**src/hdl/byte_ring_fifo_burst_defines.svh**
```systemverilog
// Assertion macros shared by the byte ring FIFO modules.
`ifndef BYTE_RING_FIFO_BURST_DEFINES_SVH
`define BYTE_RING_FIFO_BURST_DEFINES_SVH

// Check a property on every rising clock edge once out of reset.
`define BRFB_ASSERT(label, prop, msg) \
   label: assert property (@(posedge clock) disable iff (reset) (prop)) else $error(msg);

// Check that a condition leads to another in the next cycle.
`define BRFB_ASSERT_NEXT(label, pre, post, msg) \
   `BRFB_ASSERT(label, (pre) |=> (post), msg)

`endif

```
**src/hdl/brfb_pkg.sv**
```systemverilog
// Shared widths, codes and control structs of the byte ring FIFO.
package brfb_pkg;

   localparam int CMD_W     = 2;
   localparam int LEN_W     = 7;
   localparam int PUT_BITS  = 64;
   localparam int BYTE_W    = 8;
   localparam int ST_W      = 3;
   localparam int CAP_W     = 10;
   localparam int CSR_IDX_W = 2;

   localparam logic [CMD_W-1:0] CMD_PUT   = 2'd0;
   localparam logic [CMD_W-1:0] CMD_GET   = 2'd1;
   localparam logic [CMD_W-1:0] CMD_PEEK  = 2'd2;
   localparam logic [CMD_W-1:0] CMD_CLEAR = 2'd3;

   localparam logic [ST_W-1:0] ST_OK       = 3'd0;
   localparam logic [ST_W-1:0] ST_BAD_LEN  = 3'd1;
   localparam logic [ST_W-1:0] ST_NO_ROOM  = 3'd2;
   localparam logic [ST_W-1:0] ST_OVER_MAX = 3'd3;
   localparam logic [ST_W-1:0] ST_TOO_FEW  = 3'd4;

   localparam logic [CSR_IDX_W-1:0] CSR_CAPACITY = 2'd0;
   localparam logic [CSR_IDX_W-1:0] CSR_MAX_READ = 2'd1;

   // Controller to datapath.
   typedef struct packed {
      logic take_item;
      logic put_write;
      logic rd_issue;
      logic load_byte;
      logic load_status;
   } ctl_cmd_type;

   // Datapath to controller.
   typedef struct packed {
      logic chk_ok;
      logic rem_last;
      logic out_free;
   } dp_stat_type;

endpackage

```
**src/hdl/brfb_ctrl.sv**
```systemverilog
// Controller: sequences puts, byte reads and status results.
`include "byte_ring_fifo_burst_defines.svh"

module brfb_ctrl import brfb_pkg::*; (
   input  logic             clock,
   input  logic             reset,
   input  logic             req_valid,
   input  logic [CMD_W-1:0] req_cmd,
   output logic             req_stall,
   input  dp_stat_type      stat,
   output ctl_cmd_type      cmd
);

   typedef enum logic [4:0] {
      S_IDLE     = 5'b00001,
      S_PUT      = 5'b00010,
      S_RD_ISSUE = 5'b00100,
      S_RD_LOAD  = 5'b01000,
      S_RESULT   = 5'b10000
   } state_type;

   state_type state_ff, state_in;

   always_comb begin
      state_in = state_ff;
      cmd      = '0;
      case (state_ff)
         S_IDLE: begin
            if (req_valid) begin
               cmd.take_item = 1'b1;
               if (req_cmd == CMD_CLEAR || !stat.chk_ok) begin
                  state_in = S_RESULT;
               end else if (req_cmd == CMD_PUT) begin
                  state_in = S_PUT;
               end else begin
                  state_in = S_RD_ISSUE;
               end
            end
         end
         S_PUT: begin
            cmd.put_write = 1'b1;
            if (stat.rem_last) begin
               state_in = S_RESULT;
            end
         end
         S_RD_ISSUE: begin
            cmd.rd_issue = 1'b1;
            state_in     = S_RD_LOAD;
         end
         S_RD_LOAD: begin
            // hold the read byte until the result register frees up
            if (stat.out_free) begin
               cmd.load_byte = 1'b1;
               state_in      = stat.rem_last ? S_IDLE : S_RD_ISSUE;
            end
         end
         S_RESULT: begin
            if (stat.out_free) begin
               cmd.load_status = 1'b1;
               state_in        = S_IDLE;
            end
         end
         default: state_in = S_IDLE;
      endcase
   end

   always_ff @(posedge clock) begin
      if (reset) begin
         state_ff <= S_IDLE;
      end else begin
         state_ff <= state_in;
      end
   end

   assign req_stall = (state_ff != S_IDLE);

   `BRFB_ASSERT_NEXT(a_issue_then_load, state_ff == S_RD_ISSUE, state_ff == S_RD_LOAD, "read issue not followed by load")
   `BRFB_ASSERT_NEXT(a_put_path, req_valid && !req_stall && req_cmd == CMD_PUT, state_ff == S_PUT || state_ff == S_RESULT, "put took wrong path")
   `BRFB_ASSERT(a_no_overwrite, (cmd.load_byte || cmd.load_status) |-> stat.out_free, "result register overwritten")

endmodule

```
**config.mk**
```make
export PLATFORM = sky130hd
export DESIGN_NAME = brfb_ctrl
export DESIGN_NICKNAME = d
export VERILOG_FILES = /design/src/hdl/brfb_pkg.sv /design/src/hdl/brfb_ctrl.sv
export VERILOG_INCLUDE_DIRS = /design/src /design/src/hdl
export SDC_FILE = /design/constraint.sdc
export NUM_CORES = 1
export LEC_CHECK = 0
export ABC_AREA = 1
export BUFFER_PORTS_ARGS = -buffer_cell sky130_fd_sc_hd__clkbuf_2
export CAP_MARGIN = 10
export CELL_PAD_IN_SITES_DETAIL_PLACEMENT = 0
export CELL_PAD_IN_SITES_GLOBAL_PLACEMENT = 1
export CORE_MARGIN = 3
export CORE_UTILIZATION = 31
export DETAILED_ROUTE_END_ITERATION = 10
export PLACE_DENSITY = 0.76
export SYNTH_ARGS = -nofsm -noshare
export SYNTH_HDL_FRONTEND = slang
export SYNTH_SLANG_ARGS = --single-unit
```
**constraint.sdc**
```tcl
create_clock -name clock -period 1.3 [get_ports clock]
set_input_delay 0.26 -clock clock [delete_from_list [all_inputs] [get_ports clock]]
set_output_delay 0.26 -clock clock [all_outputs]
set_load 0.02 [all_outputs]
```
==> flow_summary_export.csv <==
group,metric,value,unit
status,status,"finished, violations left",
status,violations,"setup timing",
cts,htree_levels,1,
critical_path,cp_common_cell,"nor2_4",
power_and_ir_drop,p_leak,0.000355,uW
floorplanning,die_w,42.7,um
global_route,overflow,0,
sta,rsz0062_at_grt,"yes",
layout,antenna-diode-count,0,
synth,syn_avg_cell_area,6.53,um2
critical_path,startpoint_type,"flop",
global_route,antenna_found_initial,0,
layout,final.fill_count,107,
synth,syn_inst,64,
synth,muxShareOfSynthArea,0,%
detailed_routing,wl_per_cell,11.9,um
power_and_ir_drop,peakVddDrop,1.08,mV
global_route,grt_max_degree,7,
layout,regMostFlops,"state_ff",
layout,largest_reg_flops,5,
critical_path,cpMaxStageDelayCell,"dfxtp_4",
sta,worst_pin_slew,204,ps
critical_path,crit_arrival,1140,ps
power_and_ir_drop,p_clk_share,12.1,%
power_and_ir_drop,netSwitchingPower,674,uW
global_route,grt_pass1_vias,502,
floorplanning,num_rows,12,
hold_path,hold_path_class,"input port to flop",
power_and_ir_drop,powerDensity,2020,mW/mm2
cts,worstSkewPairLatency,240,ps
job,maxCapViolations,0,
sta,skew,5.86,ps
critical_path,path_max_fanout,4,
synth,synth_area,418,um2
sta,period_needed,1400,ps
detailed_routing,firstDrtPassIters,4,
sta,hold_violations,0,
sta,max-slew-margin-rel,86.4,%
synth,synth_top_area_share,24.0,%
synth,ys_seq_elements,5,
cts,cts_tree,"done",
floorplanning,core_area,0.00119,mm2
synth,yosysWarnings,0,
synth,syn_nets,72,
power_and_ir_drop,internal-power,786,uW
synth,yosys.area_share.simple,59.0,%
synth,synth_cell_types,20,
layout,areaGrowthSynthToFinish,73.1,%
synth,yosys-top-cells-area,"dfxtp_1 24%, nand3_2 9.6%, nand2_1 8.1%",
detailed_routing,ant_nets,0,
layout,reg_top3,"state_ff: 5 flops",
critical_path,required,1040,ps
cts,cts-root-buf,"clkbuf_4",
sta,hold_ws,217,ps
placement,dpl-instance-area,518,um2
global_route,track_usage,15.2,%
detailed_routing,viasPerCell,4.76,
sta,final.setup.tns,-355,ps
placement,place_congestion,0.752,
placement,pre_cts_ws,32.8,ps
detailed_routing,first_iter_violations,15,
sta,slew_violations,0,
detailed_routing,vias,505,
critical_path,critPathTopFamily,"flip-flops",
sta,setup_viol,6,
cts,cts_buffers,3,
synth,synth_xor_area_share,0,%
floorplanning,io_pins,14,
critical_path,path_buf_inv,2,
sta,layout_setup_ws,-95.2,ps
synth,synth_top_area_cell,"dfxtp_1",
layout,fin_nets,101,
layout,multi_input_area,350,um2
floorplanning,dieArea,0.00182,mm2
sta,max_freq,717,MHz
placement,numPortBuffers,13,
synth,synth_top_family_by_area,"simple AND/OR/NAND/NOR gates",
critical_path,path_class,"flop to output port",
cts,cts.sinks,5,
synth,synth-compound-area-share,7.19,%
placement,hpwlAfterDp,821,um
power_and_ir_drop,seqPwrFrac,22.4,%
synth,ys_seq_area_share,24.0,%
detailed_routing,drc_errors,0,
layout,seq_area,114,um2
power_and_ir_drop,power_frac_comb,65.5,%
layout,final_area,723,um2
detailed_routing,wirelength,1260,um
cts,cts_buffer_depth,2,
floorplanning,initial_utilization,35.2,%
critical_path,end_kind,"output port",
cts,clkSlewWorstSetupHoldPaths,50,ps
synth,synthAdderAreaFrac,0,%
sta,finalCritPeriodShare,107,%
power_and_ir_drop,swShare,46.2,%
layout,layout-drive-gt1-share,66.3,%
floorplanning,dieHeight,42.7,um
global_route,grt_pass1_wl,2130,um
critical_path,worstPathCellList,"inv_2 > nor2_4 > nand3_4 > nor2_4 > clkbuf_8",
critical_path,critPathMaxStageDelay,390,ps
==> layout by cell type, fill, tap and decap left out, drive strengths merged <==
cell / count
nand2: 12
a21oi: 3
or2: 1
nand3: 10
buf: 16
clkinv: 1
clkbuf: 12
nor2: 14
o21ai: 1
nand2b: 1
nand4: 4
o22ai: 1
inv: 10
nor3: 1
dfxtp: 5
==> per-stage QoR <==
| stage | util, % | power, uW | std cells |
|---|---|---|---|
| after detailed placement | 43.7 | 894 | 93 |
| after CTS | 57.1 | 1370 | 106 |
| final | 61.0 | 1460 | 106 |
| after floorplan | - | 728 | 64 |
| after global placement | 43.7 | 902 | 93 |
| after global routing | 61.0 | 1580 | 106 |
==> what timing repair did <==
item | in CTS | in global routing
hold buffers | 0 | 0
setup buffers | 9 | 1
hold endpoints to repair | 0 | 0
pin swaps | 7 | 8
gates resized for setup | 19 | 17
gates cloned | 0 | 0
setup endpoints to repair | 6 | 10
==> synth_stat cells, drive strengths merged <==
| cell type | count |
|---|---|
| dfxtp | 5 |
| nand4 | 4 |
| inv | 10 |
| nand2 | 12 |
| nor3 | 1 |
| nor2 | 14 |
| nand3 | 10 |
| clkinv | 1 |
| nand2b | 1 |
| a21oi | 3 |
| or2 | 1 |
| o22ai | 1 |
| o21ai | 1 |
==> kinds of logic after synthesis <==
logic type             after synthesis
AND/OR/NAND/NOR                     43
buffers and inverters               11
flip-flops                           5
AO/OA/AOI/OAI                        5
==> layer usage <==
layer | GRT usage (%) | up-vias | wire [um]
met2 | 24.6 | 14 | 639
met4 | 5.59 | 0 | 0
met3 | 2.54 | 0 | 52
met5 | 0 | - | 0
li1 | - | 262 | -
met1 | 20.1 | 229 | 571
==> power groups by stage <==
| stage | registers (uW) | clock network [uW] | logic (uW) |
|---|---|---|---|
| floorplan | 259 | 0 | 470 |
| global placement | 270 | 0 | 632 |
| detailed placement | 269 | 0 | 625 |
| CTS | 318 | 182 | 868 |
| global route | 336 | 198 | 1050 |
| finish | 327 | 177 | 956 |
==> final timing paths <==
kind	startpoint	end	slack (ps)	depth (start not counted)
hold / removal	reset	state_ff[4]	220	2
setup reg to reg	state_ff[2]	state_ff[4]	10	7
setup / recovery	state_ff[0]	cmd[4]	-100	5
hold reg to reg	state_ff[1]	state_ff[1]	570	2
==> layout make-up <==
class | count | share of cell area (%)
multi-input combinational | 48 | 48.4
tap | 14 | 2.42
timing repair buffer | 24 | 24.0
sequential | 5 | 15.7
inverter | 11 | 5.71
clock buffer | 4 | 3.63
(Power assumes the default switching activity.)
